--- src/sv/ppm4fd_pkg.sv ---
package ppm4fd_pkg;

  localparam logic [7:0] NO_EDGE        = 8'hFF;
  localparam logic [7:0] CODE_INVENTORY = 8'h01;
  localparam logic [7:0] CODE_READ      = 8'h20;

  // buffer slots that the end-of-frame result reports
  localparam int CMD_BYTE_POS = 1;
  localparam int ARG_BYTE_POS = 10;

  localparam logic [2:0] REG_SOF_LOW  = 3'd0;
  localparam logic [2:0] REG_SOF_HIGH = 3'd1;
  localparam logic [2:0] REG_THR_ONE  = 3'd2;
  localparam logic [2:0] REG_THR_TWO  = 3'd3;
  localparam logic [2:0] REG_THR_THREE = 3'd4;

  typedef enum logic [2:0] {
    PH_IDLE,
    PH_SYM0,
    PH_SYM1,
    PH_SYM2,
    PH_SYM3
  } phase_t;

  typedef enum logic [1:0] {
    SYM_ZERO  = 2'd0,
    SYM_ONE   = 2'd1,
    SYM_TWO   = 2'd2,
    SYM_THREE = 2'd3
  } sym_t;

  typedef enum logic [1:0] {
    CLS_INVENTORY = 2'd0,
    CLS_READ      = 2'd1,
    CLS_OTHER     = 2'd2
  } cmd_class_t;

  typedef enum logic {
    KIND_DATA = 1'b0,
    KIND_EOF  = 1'b1
  } kind_t;

  typedef struct packed {
    kind_t      result_kind;
    logic [7:0] data_byte;
    logic [4:0] byte_position;
    logic [5:0] frame_byte_count;
    logic [7:0] command_code;
    cmd_class_t command_class;
    logic [7:0] read_argument;
    logic       overflow_flag;
  } res_t;

endpackage

--- src/sv/ppm_one_of_four_frame_decoder.sv ---
// channel   | ports                                   | moves
// ----------+-----------------------------------------+-------------------------------
// in        | in_valid, in_ready, in_slot_edge_time   | one slot tick per item
// out       | out_valid, out_ready, out_* fields      | data byte or end-of-frame item
// cfg       | cfg_valid, cfg_ready, cfg_index, cfg_data | threshold / window writes
//
// one slot item is accepted per cycle while in_ready is high; a result goes to
// the output register, or to the second entry while the first is held. the
// two-entry output buffer keeps input flowing while one result waits; in_ready
// drops only when both are occupied. cfg_ready is always high. reset is
// synchronous and clears phase, counters, captured cmd/arg bytes and registers to defaults.
module ppm_one_of_four_frame_decoder
  import ppm4fd_pkg::*;
#(
  parameter int BUFFER_BYTES = 32
) (
  input  logic       clk,
  input  logic       rst_n,

  input  logic       cfg_valid,
  output logic       cfg_ready,
  input  logic [2:0] cfg_index,
  input  logic [7:0] cfg_data,

  input  logic       in_valid,
  output logic       in_ready,
  input  logic [7:0] in_slot_edge_time,

  output logic       out_valid,
  input  logic       out_ready,
  output logic       out_result_kind,
  output logic [7:0] out_data_byte,
  output logic [4:0] out_byte_position,
  output logic [5:0] out_frame_byte_count,
  output logic [7:0] out_command_code,
  output logic [1:0] out_command_class,
  output logic [7:0] out_read_argument,
  output logic       out_overflow_flag
);

  localparam int WIDX_W = $clog2(BUFFER_BYTES + 1);

  logic [7:0] sof_low_r, sof_high_r, thr_one_r, thr_two_r, thr_three_r;

  phase_t      phase_r, phase_nxt;
  logic [7:0]  shift_r, shift_nxt;
  logic [WIDX_W-1:0] widx_r, widx_nxt;
  logic        ovf_r, ovf_nxt;
  // only buffer slots 1 and 10 are ever read back
  logic [7:0]  cmd_byte_r, cmd_byte_nxt;
  logic [7:0]  arg_byte_r, arg_byte_nxt;

  logic        in_fire;
  logic        buf_full;
  logic        res_push;
  res_t        res;
  res_t        out_res;
  sym_t        sym;
  logic [7:0]  shifted;

  assign cfg_ready = 1'b1;
  assign in_ready  = !buf_full;
  assign in_fire   = in_valid && in_ready;

  always_ff @(posedge clk) begin
    if (!rst_n) begin
      sof_low_r   <= 8'd80;
      sof_high_r  <= 8'd108;
      thr_one_r   <= 8'd40;
      thr_two_r   <= 8'd80;
      thr_three_r <= 8'd116;
    end else if (cfg_valid) begin
      unique case (cfg_index)
        REG_SOF_LOW:   sof_low_r   <= cfg_data;
        REG_SOF_HIGH:  sof_high_r  <= cfg_data;
        REG_THR_ONE:   thr_one_r   <= cfg_data;
        REG_THR_TWO:   thr_two_r   <= cfg_data;
        REG_THR_THREE: thr_three_r <= cfg_data;
        default: ;
      endcase
    end
  end

  always_comb begin
    if (in_slot_edge_time < thr_one_r) begin
      sym = SYM_ZERO;
    end else if (in_slot_edge_time < thr_two_r) begin
      sym = SYM_ONE;
    end else if (in_slot_edge_time < thr_three_r) begin
      sym = SYM_TWO;
    end else begin
      sym = SYM_THREE;
    end
  end

  assign shifted = {sym, shift_r[7:2]};

  always_comb begin
    phase_nxt    = phase_r;
    shift_nxt    = shift_r;
    widx_nxt     = widx_r;
    ovf_nxt      = ovf_r;
    cmd_byte_nxt = cmd_byte_r;
    arg_byte_nxt = arg_byte_r;
    res_push     = 1'b0;
    res          = '0;
    if (in_fire) begin
      unique case (phase_r)
        PH_IDLE: begin
          if (in_slot_edge_time > sof_low_r && in_slot_edge_time < sof_high_r) begin
            phase_nxt = PH_SYM0;
            shift_nxt = '0;
            widx_nxt  = '0;
            ovf_nxt   = 1'b0;
          end
        end
        PH_SYM0, PH_SYM1, PH_SYM2, PH_SYM3: begin
          if (in_slot_edge_time == NO_EDGE) begin
            // partial byte dropped, frame summary goes out
            phase_nxt              = PH_IDLE;
            res_push               = 1'b1;
            res.result_kind        = KIND_EOF;
            res.frame_byte_count   = 6'(widx_r);
            res.command_code       = cmd_byte_r;
            if (cmd_byte_r == CODE_INVENTORY) begin
              res.command_class = CLS_INVENTORY;
            end else if (cmd_byte_r == CODE_READ) begin
              res.command_class = CLS_READ;
            end else begin
              res.command_class = CLS_OTHER;
            end
            res.read_argument      = arg_byte_r;
            res.overflow_flag      = ovf_r;
          end else if (phase_r != PH_SYM3) begin
            phase_nxt = phase_t'(phase_r + 3'd1);
            shift_nxt = shifted;
          end else begin
            phase_nxt       = PH_SYM0;
            shift_nxt       = '0;
            res_push        = 1'b1;
            res.result_kind = KIND_DATA;
            res.data_byte   = shifted;
            if (widx_r < WIDX_W'(BUFFER_BYTES)) begin
              if (widx_r == WIDX_W'(CMD_BYTE_POS)) begin
                cmd_byte_nxt = shifted;
              end
              if (widx_r == WIDX_W'(ARG_BYTE_POS)) begin
                arg_byte_nxt = shifted;
              end
              res.byte_position = 5'(widx_r);
              widx_nxt          = widx_r + WIDX_W'(1);
            end else begin
              ovf_nxt = 1'b1;
            end
            res.overflow_flag = ovf_nxt;
          end
        end
        default: phase_nxt = PH_IDLE;
      endcase
    end
  end

  always_ff @(posedge clk) begin
    if (!rst_n) begin
      phase_r    <= PH_IDLE;
      shift_r    <= '0;
      widx_r     <= '0;
      ovf_r      <= 1'b0;
      cmd_byte_r <= '0;
      arg_byte_r <= '0;
    end else begin
      phase_r    <= phase_nxt;
      shift_r    <= shift_nxt;
      widx_r     <= widx_nxt;
      ovf_r      <= ovf_nxt;
      cmd_byte_r <= cmd_byte_nxt;
      arg_byte_r <= arg_byte_nxt;
    end
  end

  ppm4fd_out_buf u_out_buf (
    .clk       (clk),
    .rst_n     (rst_n),
    .push      (res_push),
    .push_data (res),
    .full      (buf_full),
    .out_valid (out_valid),
    .out_ready (out_ready),
    .out_data  (out_res)
  );

  assign out_result_kind      = out_res.result_kind;
  assign out_data_byte        = out_res.data_byte;
  assign out_byte_position    = out_res.byte_position;
  assign out_frame_byte_count = out_res.frame_byte_count;
  assign out_command_code     = out_res.command_code;
  assign out_command_class    = out_res.command_class;
  assign out_read_argument    = out_res.read_argument;
  assign out_overflow_flag    = out_res.overflow_flag;

endmodule

--- src/sv/ppm4fd_out_buf.sv ---
module ppm4fd_out_buf
  import ppm4fd_pkg::*;
(
  input  logic clk,
  input  logic rst_n,
  input  logic push,
  input  res_t push_data,
  output logic full,
  output logic out_valid,
  input  logic out_ready,
  output res_t out_data
);

  logic main_valid_r;
  logic skid_valid_r;
  res_t main_data_r;
  res_t skid_data_r;
  logic pop;

  assign pop       = main_valid_r && out_ready;
  assign full      = skid_valid_r;
  assign out_valid = main_valid_r;
  assign out_data  = main_data_r;

  always_ff @(posedge clk) begin
    if (!rst_n) begin
      main_valid_r <= 1'b0;
      skid_valid_r <= 1'b0;
    end else if (skid_valid_r) begin
      // no push can arrive while the skid entry is held
      if (pop) begin
        main_data_r  <= skid_data_r;
        skid_valid_r <= 1'b0;
      end
    end else if (push) begin
      if (!main_valid_r || pop) begin
        main_data_r  <= push_data;
        main_valid_r <= 1'b1;
      end else begin
        skid_data_r  <= push_data;
        skid_valid_r <= 1'b1;
      end
    end else if (pop) begin
      main_valid_r <= 1'b0;
    end
  end

endmodule
--- config.mk ---
export PLATFORM = sky130hd
export DESIGN_NAME = ppm_one_of_four_frame_decoder
export DESIGN_NICKNAME = d
export VERILOG_FILES = /design/src/sv/ppm4fd_pkg.sv /design/src/sv/ppm_one_of_four_frame_decoder.sv /design/src/sv/ppm4fd_out_buf.sv
export SDC_FILE = /design/constraint.sdc
export NUM_CORES = 1
export LEC_CHECK = 0
export BUFFER_PORTS_ARGS = -buffer_cell sky130_fd_sc_hd__buf_4
export CAP_MARGIN = 20
export CORE_MARGIN = 8
export CORE_UTILIZATION = 55
export CTS_CLUSTER_DIAMETER = 100
export DETAILED_ROUTE_END_ITERATION = 6
export MAX_ROUTING_LAYER = met4
export PLACE_DENSITY = 0.78
export SLEW_MARGIN = 20
export SYNTH_ARGS = -nofsm -noshare
export SYNTH_HDL_FRONTEND = slang
export SYNTH_SLANG_ARGS = --single-unit
--- constraint.sdc ---
create_clock -name clk -period 17.25 [get_ports clk]
set_input_delay 0.8625 -clock clk [delete_from_list [all_inputs] [get_ports clk]]
set_output_delay 0.8625 -clock clk [all_outputs]
set_load 0.01 [all_outputs]
## Word level (Yosys, flattened, before mapping)

Cells that the tools add are included.

| storage, ports and cells | value |
|---|---|
| flip-flop bits (word level) | 154 |
| bits of input ports | 24 |
| output and inout bits | 42 |
| logic and storage cells | 135 |

| cells by class | value |
|---|---|
| add/subtract/negate cells | 2 |
| order comparisons | 6 |
| equal/unequal tests | 20 |
| multiplexer cells | 47 |
| bitwise operators | 4 |
| reduce and logical (&&, ||, !) cells | 27 |

Operator list:

| operator | number |
|---|---|
| $mux W39 | 6 |
| $lt A8 B8 Y1 | 4 |
| $mux W13 | 2 |
| $mux W24 | 1 |
| $mux W6 | 4 |
| $mux W8 | 3 |
| $mux W1 | 19 |
| $reduce_and A6 Y1 | 3 |
| $pmux W8 S2 | 1 |
| $eq A3 B2 Y1 const B | 4 |
| $pmux W6 S2 | 1 |
| $reduce_and A2 Y1 | 6 |
| $reduce_and A4 Y1 | 3 |
| $ne A2 B2 Y1 const B | 5 |
| $mux W3 | 3 |
| $eq A8 B1 Y1 const B | 1 |
| $eq A8 B6 Y1 const B | 1 |
| $eq A8 B8 Y1 const B | 1 |
| $gt A8 B8 Y1 | 1 |
| $mux W2 | 4 |
| $reduce_bool A2 Y1 | 4 |
| $add A6 B1 Y6 const B | 1 |
| $eq A3 B1 Y1 const B | 2 |
| $eq A3 B3 Y1 const B | 2 |
| other kinds (17) | 24 |

## Longest topological paths before layout

Gate-level depths: netlist of run 1.

| depth | value |
|---|---|
| depth after elaboration | 11 |
| gate-level depth with buffers | 9 |
| gate-level depth less buffers | 8 |

## By module

A second synthesis of run 1 with hierarchy kept.

| second synthesis, totals | value |
|---|---|
| cells, all modules | 658 |
| area, all modules | 7134.3 um2 |

By module, submodules not included:

| module | instances | cells an instance | area an instance (um2) | sequential area each (um2) |
|---|---|---|---|---|
| ppm_one_of_four_frame_decoder | 1 | 523 | 4166.5 | 1441.4 |
| ppm4fd_out_buf | 1 | 135 | 2967.8 | 2382.3 |

## Worst setup path after synthesis of run 1

OpenSTA, ideal clock, no wires.

| timing path | value |
|---|---|
| path kind | in2reg |
| start point | in in_slot_edge_time[7] |
| end point | reg u_out_buf.skid_data_r[0] in the netlist's numbering (enable) |
| setup time | 0.537 ns |
| data arrival time | 5.608 ns |
| data required time | 16.713 ns |
| slack | 11.105 ns |
| stages on the path | 6 |
| buffers on the path | 1 |
| cells stage by stage | nand4_1 -> or2_1 -> buf_2 -> o31ai_1 -> nand2_1 -> nor4_1 |

| between the ends | value |
|---|---|
| word-level cells in the longest chain between the ends | 5 |

RTL lines:

| what | RTL line | source |
|---|---|---|
| start, declared | ppm_one_of_four_frame_decoder.sv:27 | `input logic [7:0] in_slot_edge_time,` |
| $eq A8 B8 Y1 | ppm_one_of_four_frame_decoder.sv:118 | `if (in_slot_edge_time == NO_EDGE) begin` |
| $mux W1 | ppm_one_of_four_frame_decoder.sv:118 |  |
| $mux W1 | ppm_one_of_four_frame_decoder.sv:108 | `unique case (phase_r)` |
| $mux W1 | ppm_one_of_four_frame_decoder.sv:107 | `if (in_fire) begin` |
| $reduce_and A4 Y1 (no line) | -- |  |
| end signal, assigned | ppm4fd_out_buf.sv:40 | `skid_data_r <= push_data;` |
| end, declared | ppm4fd_out_buf.sv:17 | `res_t skid_data_r;` |

No other way between the ends.
A chain may end at the register's enable or synchronous reset.

## Worst setup path after layout of run 1

| timing path | value |
|---|---|
| start point | in in_slot_edge_time[7] |
| end point | reg u_out_buf.main_data_r, in the netlist u_out_buf.out_data[7] (enable) |

| between the ends | value |
|---|---|
| word-level cells in the longest chain between the ends | 6 |

RTL lines:

| what | RTL line | source |
|---|---|---|
| $eq A8 B8 Y1 | ppm_one_of_four_frame_decoder.sv:118 |  |
| $mux W1 | ppm_one_of_four_frame_decoder.sv:118 |  |
| $mux W1 | ppm_one_of_four_frame_decoder.sv:108 |  |
| $mux W1 | ppm_one_of_four_frame_decoder.sv:107 |  |
| $reduce_bool A2 Y1 (no line) | -- |  |
| $reduce_and A4 Y1 (no line) | -- |  |
| end signal, assigned | ppm4fd_out_buf.sv:32 | `main_data_r <= skid_data_r;` |
| end signal, assigned | ppm4fd_out_buf.sv:37 | `main_data_r <= push_data;` |
| end, declared | ppm4fd_out_buf.sv:16 | `res_t main_data_r;` |

No other way between the ends.

==> summary.txt, run 1 <==
Yosys
  • Ys flop type: edfxtp_1
  • Post-synth cell types: 57
  • Most frequent cell after synthesis: nand2_1
  • Post-Syn Area per Cell: 10.6 um2
  • Synth top area share: 33.5%
  • Ys async rst share: 0%
  • Synth cell count leaders: 105 x nand2_1, 78 x edfxtp_1, 74 x dfxtp_1, 53 x a21oi_1, 44 x inv_1
  • Sequential share of the synthesized area: 54.6%
  • Post-synth EDFFs: 78
  • Mapped Area: 0.00700 mm2
  • Synth top area cells: edfxtp_1 33%, dfxtp_1 21%, ha_1 7.7%
  • Synth area leader: edfxtp_1
  • #FFs+latches synth: 152
  • Synthesized Nets: 730
  • Synth Instances: 663
  • Synth Warn #: 0

Worst hold path
  • Hold_sp: thr_one_r[7]
  • Hold depth: 2
  • Hold Path Class: flip-flop to flip-flop
  • Hold Path Sink: thr_one_r[7]

Clock tree
  • Num CTS Buffers: 17
  • H-tree lvl count: 4
  • CTS root buf: clkbuf_16
  • Clock transition at path regs: 0.06 ns
  • Post-CTS Setup Inserts: 0
  • Clock sink count: 152
  • Maximum root-to-sink buffer count: 2
  • Clk Latency, worst-skew pair: 0.42 ns
  • CTS tree: done
  • CTS-repair resized insts: 0
  • Hold buffer count at CTS: 0

STA
  • Peak Freq: 344 MHz
  • Slew Viols, Final: 0
  • Worst Skew: 0.00857 ns
  • Max transition margin: 36.8%
  • Tmin final: 2.90 ns
  • # setup viols final: 0
  • Tcrit/Tclk final: 16.8%
  • Worst-margin pin slew: 0.947 ns
  • Final Hold Viols: 0
  • Unrepaired setup endpoints after global routing: no
  • Total negative setup slack: 0 ns

Finish
  • Fin util: 65.5%
  • Final net count: 791
  • Share of cells above drive strength 1: 15.1%
  • ANT cells: 0
  • Area grow syn2layout: 17.1%
  • Non-Filler Instances: 909
  • Design area: 0.00820 mm2

Routing
  • Met2 routed WL: 7.78 mm
  • Final ANT Viol Nets: 0
  • WL/cell: 16.7 um
  • DR vias/cell: 5.59
  • Top Layer Used: met4
  • Drt total wl: 15.2 mm
  • Residual DRC: 0
  • TritonRoute pass-1 iters: 4
  • Via count: 5,085
  • DRT iter0 DRCs: 341
  • Met1 WL: 6.45 mm
  • Met3 wire length: 679 um

Global route
  • Global route overflow: 0
  • Largest net degree at the start of global routing: 54
  • First-pass GRT wire length: 24.6 mm
  • Initial antenna violation count: 0
  • GRT Overall Usage: 19.6%
  • Vias in the first global route: 5,054

Die
  • Initial Util: 55.9%
  • Row count: 41
  • Die Width: 129 um
  • # IOs: 66
  • Floorplan core area: 0.0125 mm2
  • Die Footprint: 0.0166 mm2
  • Die Y: 129 um

Setup path
  • CP Data Required Time: 17.37 ns
  • CP Cell Sequence: buf_4 -> nand4_1 -> or2_1 -> o31ai_1 -> nand2_1 -> a21oi_4 -> buf_16
  • Largest stage delay, worst path: 0.50 ns
  • Critical path fanouts, max: 25
  • Critical Path AT: 3.02 ns
  • Critical R2R Launch: phase_r[0]
  • Reg-to-reg endpoint: u_out_buf.out_data[9]
  • CP Capture Type: flip-flop
  • Nature of the critical path startpoint: input pin
  • Slowest stage cell, crit path: a21oi_4
  • Worst R2R Path Depth: 8
  • Reg2Reg Setup Slack: 14.56 ns
  • Setup CP Type: input pin to flip-flop

Power
  • Pleak: 3.51 nW
  • Worst IR Drop VDD: 43.8 uV
  • Pwr per Cell Area: 94.4 mW/mm2

Place
  • Dpl cell area: 0.00761 mm2
  • Placed insts: 876
  • DP HPWL: 10.8 mm
  • Routability congestion estimate: 0.834
  • Number of port buffers: 64

Run status
  • Status: completed

Job
  • Max cap viols: 0
## per-stage QoR
step	worst slack [ns]	hold WS, ns	total power, W
after floorplan	11.11	0.432	0.000417
after global placement	13.71	0.444	0.000432
after detailed placement	13.60	0.448	0.000433
after CTS	14.00	0.455	0.000778
after global routing	14.21	0.475	0.000799
final	14.35	0.456	0.000774
## critical path, delay by kind of cell
| family | cells | cell delay, ns |
|---|---|---|
| AO/OA/AOI/OAI | 2 | 0.93 |
| buffers and inverters | 2 | 0.38 |
| AND/OR/NAND/NOR | 3 | 0.82 |
## cell type report
| class | instances | area [um2] |
|---|---|---|
| Inverter | 45 | 169 |
| Timing Repair Buffer | 67 | 523 |
| Tap cell | 172 | 215 |
| Fill cell | 1015 | 4320 |
| Multi-Input combinational cell | 441 | 2900 |
| Sequential cell | 152 | 3820 |
| Clock inverter | 9 | 61.3 |
| Clock buffer | 23 | 500 |
## cell families (layout without fill, tap and decap cells)
family	after synthesis	count (layout)	share of synthesized area, %
muxes	19	19	2.72
adders and majority gates	43	43	7.69
DFF	152	152	54.6
AOI/OAI and AO/OA	156	156	14.9
buffers and inverters	70	144	4.10
xor gates and xnor gates	1	1	0.125
other	1	1	0.0536
and+or+nand+nor	221	221	15.8
## power breakdown
| group | total [W] | internal, W | switching, W | leakage (nW) |
|---|---|---|---|---|
| clock network | 0.000348 | 0.000205 | 0.000143 | 0.279 |
| registers | 0.000381 | 0.000379 | 0.00000154 | 1.32 |
| logic | 0.0000455 | 0.0000169 | 0.0000286 | 1.92 |
| total | 0.000774 | 0.000601 | 0.000173 | 3.51 |
## worst max path at each step
| stage | from | to | depth (start not counted) |
|---|---|---|---|
| floorplan | in_slot_edge_time[7] | u_out_buf.skid_data_r[0] | 6 |
| global placement | in_slot_edge_time[7] | u_out_buf.out_data[17] | 6 |
| detailed placement | in_slot_edge_time[7] | u_out_buf.out_data[11] | 6 |
| CTS | in_slot_edge_time[7] | u_out_buf.out_data[11] | 6 |
| global route | in_slot_edge_time[7] | u_out_buf.skid_data_r[17] | 7 |
| finish | in_slot_edge_time[7] | u_out_buf.out_data[7] | 7 |
## sequential cells by signal (all words and copies together), names as in the netlist
name	count
arg_byte_r	8
cmd_byte_r	8
ovf_r	1
phase_r	3
shift_r	6
sof_high_r	8
sof_low_r	8
thr_one_r	8
thr_three_r	8
thr_two_r	8
u_out_buf.full	1
u_out_buf.out_data	39
u_out_buf.out_valid	1
u_out_buf.skid_data_r	39
widx_r	6
## cell usage in the layout (no fill, tap or decap), types with 3 or more instances in the layout
cell type / netlist / routed
nor3b_1: 3 / 3
inv_1: 44 / 44
buf_4: 1 / 66
nand3_1: 13 / 13
nor2b_1: 3 / 3
and2_1: 28 / 28
nand2_1: 105 / 105
a31oi_1: 4 / 4
mux2i_1: 19 / 19
nor2_1: 30 / 30
and3_1: 5 / 5
a21o_1: 41 / 41
clkbuf_16: 0 / 18
o2111ai_1: 4 / 4
nand3b_1: 8 / 8
inv_4: 0 / 3
edfxtp_1: 78 / 78
o21a_1: 4 / 4
nand4_1: 3 / 3
a211oi_1: 5 / 5
ha_1: 43 / 43
o21ai_0: 11 / 11
dfxtp_1: 74 / 74
clkbuf_8: 0 / 3
o211ai_1: 19 / 19
a21oi_1: 53 / 52
nor3_1: 4 / 4
## layer usage
metal | vias to the layer above | track usage [%]
li1 | 2477 | -
met1 | 2461 | 21.5
met2 | 125 | 33.6
met3 | 22 | 4.88
met4 | 0 | 7.74
met5 | - | -
Note: power is estimated with default switching activity, not from simulation.
==> run 2: changes to the inputs <==
--- a/config.mk
+++ b/config.mk
@@ -5,14 +5,15 @@
 export SDC_FILE = /design/constraint.sdc
 export NUM_CORES = 1
 export LEC_CHECK = 0
+export ABC_AREA = 1
 export BUFFER_PORTS_ARGS = -buffer_cell sky130_fd_sc_hd__buf_4
 export CAP_MARGIN = 20
 export CORE_MARGIN = 8
-export CORE_UTILIZATION = 55
+export CORE_UTILIZATION = 54
 export CTS_CLUSTER_DIAMETER = 100
 export DETAILED_ROUTE_END_ITERATION = 6
 export MAX_ROUTING_LAYER = met4
-export PLACE_DENSITY = 0.78
+export PLACE_DENSITY = 0.79
 export SLEW_MARGIN = 20
 export SYNTH_ARGS = -nofsm -noshare
 export SYNTH_HDL_FRONTEND = slang
==> constraint.sdc (replaced) <==
create_clock -name clk -period 2.6 [get_ports clk]
set_input_delay 0.13 -clock clk [delete_from_list [all_inputs] [get_ports clk]]
set_output_delay 0.13 -clock clk [all_outputs]
set_load 0.01 [all_outputs]
==> run 2 against run 1 <==
  * Sequential share of layout area decreased by 1.5 points
  * Non-clock buffer count rose by 14
  * Critical endpoint is now u_out_buf.out_data[1]
  * First-iteration DRC count grew 13%
  * Flip-flop and latch count is the same
  * Cell count is 15% higher
==> summary.txt, run 2 <==
Yosys
  • Ys flop type: edfxtp_1
  • Synthesized Nets: 850
  • Sequential share of the synthesized area: 53.4%
  • Post-synth EDFFs: 78
  • Synth cell count leaders: 146 x nand2_1, 102 x inv_1, 85 x o21ai_0, 78 x edfxtp_1, 74 x dfxtp_1
  • Post-Syn Area per Cell: 9.15 um2
  • Post-synth cell types: 39
  • Synth Warn #: 0
  • Synth Instances: 783
  • Ys async rst share: 0%
  • #FFs+latches synth: 152
  • Synth top area share: 32.7%
  • Most frequent cell after synthesis: nand2_1
  • Synth area leader: edfxtp_1
  • Mapped Area: 0.00716 mm2
  • Synth top area cells: edfxtp_1 33%, dfxtp_1 21%, nand2_1 7.7%

Setup path
  • Critical Path AT: 2.41 ns
  • Critical path fanouts, max: 39
  • Setup CP Type: flip-flop to flip-flop
  • Slowest stage cell, crit path: dfxtp_1
  • Nature of the critical path startpoint: flip-flop
  • CP Data Required Time: 2.76 ns
  • CP most frequent cell: inv_2
  • CP Cell Sequence: inv_1 -> ha_1 -> nor2_1 -> nand3_2 -> nand2_1 -> nand2_4 -> inv_2 -> nor2_2 -> inv_2 -> a21oi_1 -> o21ai_0 -> nor2_4 -> buf_12
  • CP Capture Type: flip-flop
  • Largest stage delay, worst path: 0.39 ns

Die
  • Die Y: 131 um
  • Initial Util: 54.7%
  • Row count: 42
  • Die Footprint: 0.0172 mm2
  • Die Width: 131 um
  • # IOs: 66
  • Floorplan core area: 0.0131 mm2

Clock tree
  • H-tree lvl count: 4
  • CTS-repair resized insts: 0
  • Post-CTS Setup Inserts: 0
  • Hold buffer count at CTS: 6
  • CTS tree: done
  • Maximum root-to-sink buffer count: 2
  • Clock transition at path regs: 0.06 ns
  • Num CTS Buffers: 17
  • Clk Latency, worst-skew pair: 0.42 ns
  • Clock sink count: 152
  • CTS root buf: clkbuf_16

Global route
  • Vias in the first global route: 5,189
  • GRT Overall Usage: 17.7%
  • First-pass GRT wire length: 24.4 mm
  • Initial antenna violation count: 0
  • Largest net degree at the start of global routing: 43
  • Global route overflow: 0

Routing
  • DRT iter0 DRCs: 384
  • WL/cell: 13.9 um
  • Final ANT Viol Nets: 0
  • Drt total wl: 14.5 mm
  • Via count: 5,375
  • TritonRoute pass-1 iters: 5
  • Residual DRC: 0
  • DR vias/cell: 5.15

Finish
  • # fillers: 1,038
  • ANT cells: 0
  • Commonest non-fill, non-tap cell in the layout: nand2_1
  • Final net count: 923
  • Commonest cells after routing, fill and taps aside: 146 x nand2_1, 102 x inv_1, 85 x o21ai_0
  • Fin util: 64.7%
  • Area of the multi-input gates: 0.00278 mm2
  • Area grow syn2layout: 18.1%
  • Design area: 0.00846 mm2
  • Share of cells above drive strength 1: 16.7%
  • Reg area: 0.00382 mm2

STA
  • # setup viols final: 0
  • Max transition margin: 51.8%
  • Worst Skew: 0.00797 ns
  • Tcrit/Tclk final: 86.4%
  • Peak Freq: 445 MHz
  • Final Hold Viols: 0
  • Tmin final: 2.25 ns
  • Total negative setup slack: 0 ns
  • Unrepaired setup endpoints after global routing: no
  • Worst-margin pin slew: 0.717 ns
  • Slew Viols, Final: 0

Power
  • Worst IR Drop VDD: 337 uV
  • Final Power: 0.00537 W
  • Pleak: 3.43 nW
  • Pwr per Cell Area: 634 mW/mm2

Job
  • Max cap viols: 0

Place
  • Dpl cell area: 0.00784 mm2
  • Routability congestion estimate: 0.850
  • Number of port buffers: 64
  • DP HPWL: 10.2 mm

Worst hold path
  • Hold Path Class: input pin to flip-flop

Run status
  • Status: completed
[run 2: cell count changes in the layout (fill, tap and decap cells not counted), sizes merged, moves of 8 or more]
cell   before  now
o21ai      13   87
inv        50  110
nor2       30   86
nand2     105  149
a21o       41    1
and2       29    1
mux2i      19    0
a21oi      54   70
buf        67   75
nand3      14   22
[run 2: where the power goes]
part | switching, W | internal (W) | total, W
Sequential | 0.0000284 | 0.00254 | 0.00256
Combinational | 0.000295 | 0.000161 | 0.000456
Clock | 0.000948 | 0.00140 | 0.00235
[run 2: cell type report]
cell class,instances,share of cell area [%]
flip-flops and latches,152,45.2
multi-input cells,494,32.9
repair buffers,81,7.81
clock buffers,18,5.07
inverters,110,4.91
well taps,176,2.60
clock inverters,13,1.54
[run 2: worst max-delay path: cells and delay by family (launching register included)]
family,cells,cell delay (ns)
DFF,1,0.39
and+or+nand+nor,6,0.52
AOI/OAI and AO/OA,2,0.44
buffers and inverters,4,0.42
adders and majority gates,1,0.20
[run 2: cells by family after synthesis]
logic type | after synthesis | synth area share (%)
AO/OA/AOI/OAI | 172 | 12.5
buffers and inverters | 137 | 7.97
flip-flops | 152 | 53.4
adder cells (fa/ha/maj) | 43 | 7.51
other | 1 | 0.0524
AND/OR/NAND/NOR | 278 | 18.6
[run 2: worst paths after layout]
path	startpoint	to	slack, ns	cells past startpoint
min reg2reg	thr_two_r[2]	thr_two_r[2]	0.46	2
max reg2reg	phase_r[0]	u_out_buf.out_data[1]	0.35	13
min	out_ready	u_out_buf.full	0.03	4
max	phase_r[0]	u_out_buf.out_data[1]	0.35	13
[run 2: routing by layer]
layer | track usage [%] | vias to the layer above | share of wire, %
met5 | - | - | 0
met4 | 5.81 | 0 | 1.3
met3 | 5.45 | 16 | 5.2
met2 | 29.2 | 139 | 50
met1 | 20.2 | 2478 | 43
li1 | - | 2742 | -
[run 2: stage by stage]
stage | std cells | worst slack, ns | hold WS [ns]
after detailed placement | 1007 | 0.364 | 0.403
after global placement | 1007 | 0.471 | 0.397
after CTS | 1044 | 0.355 | 0.0131
after floorplan | 783 | 0.288 | 0.253
after global routing | 1044 | 0.160 | 0.0430
final | 1044 | 0.353 | 0.0323
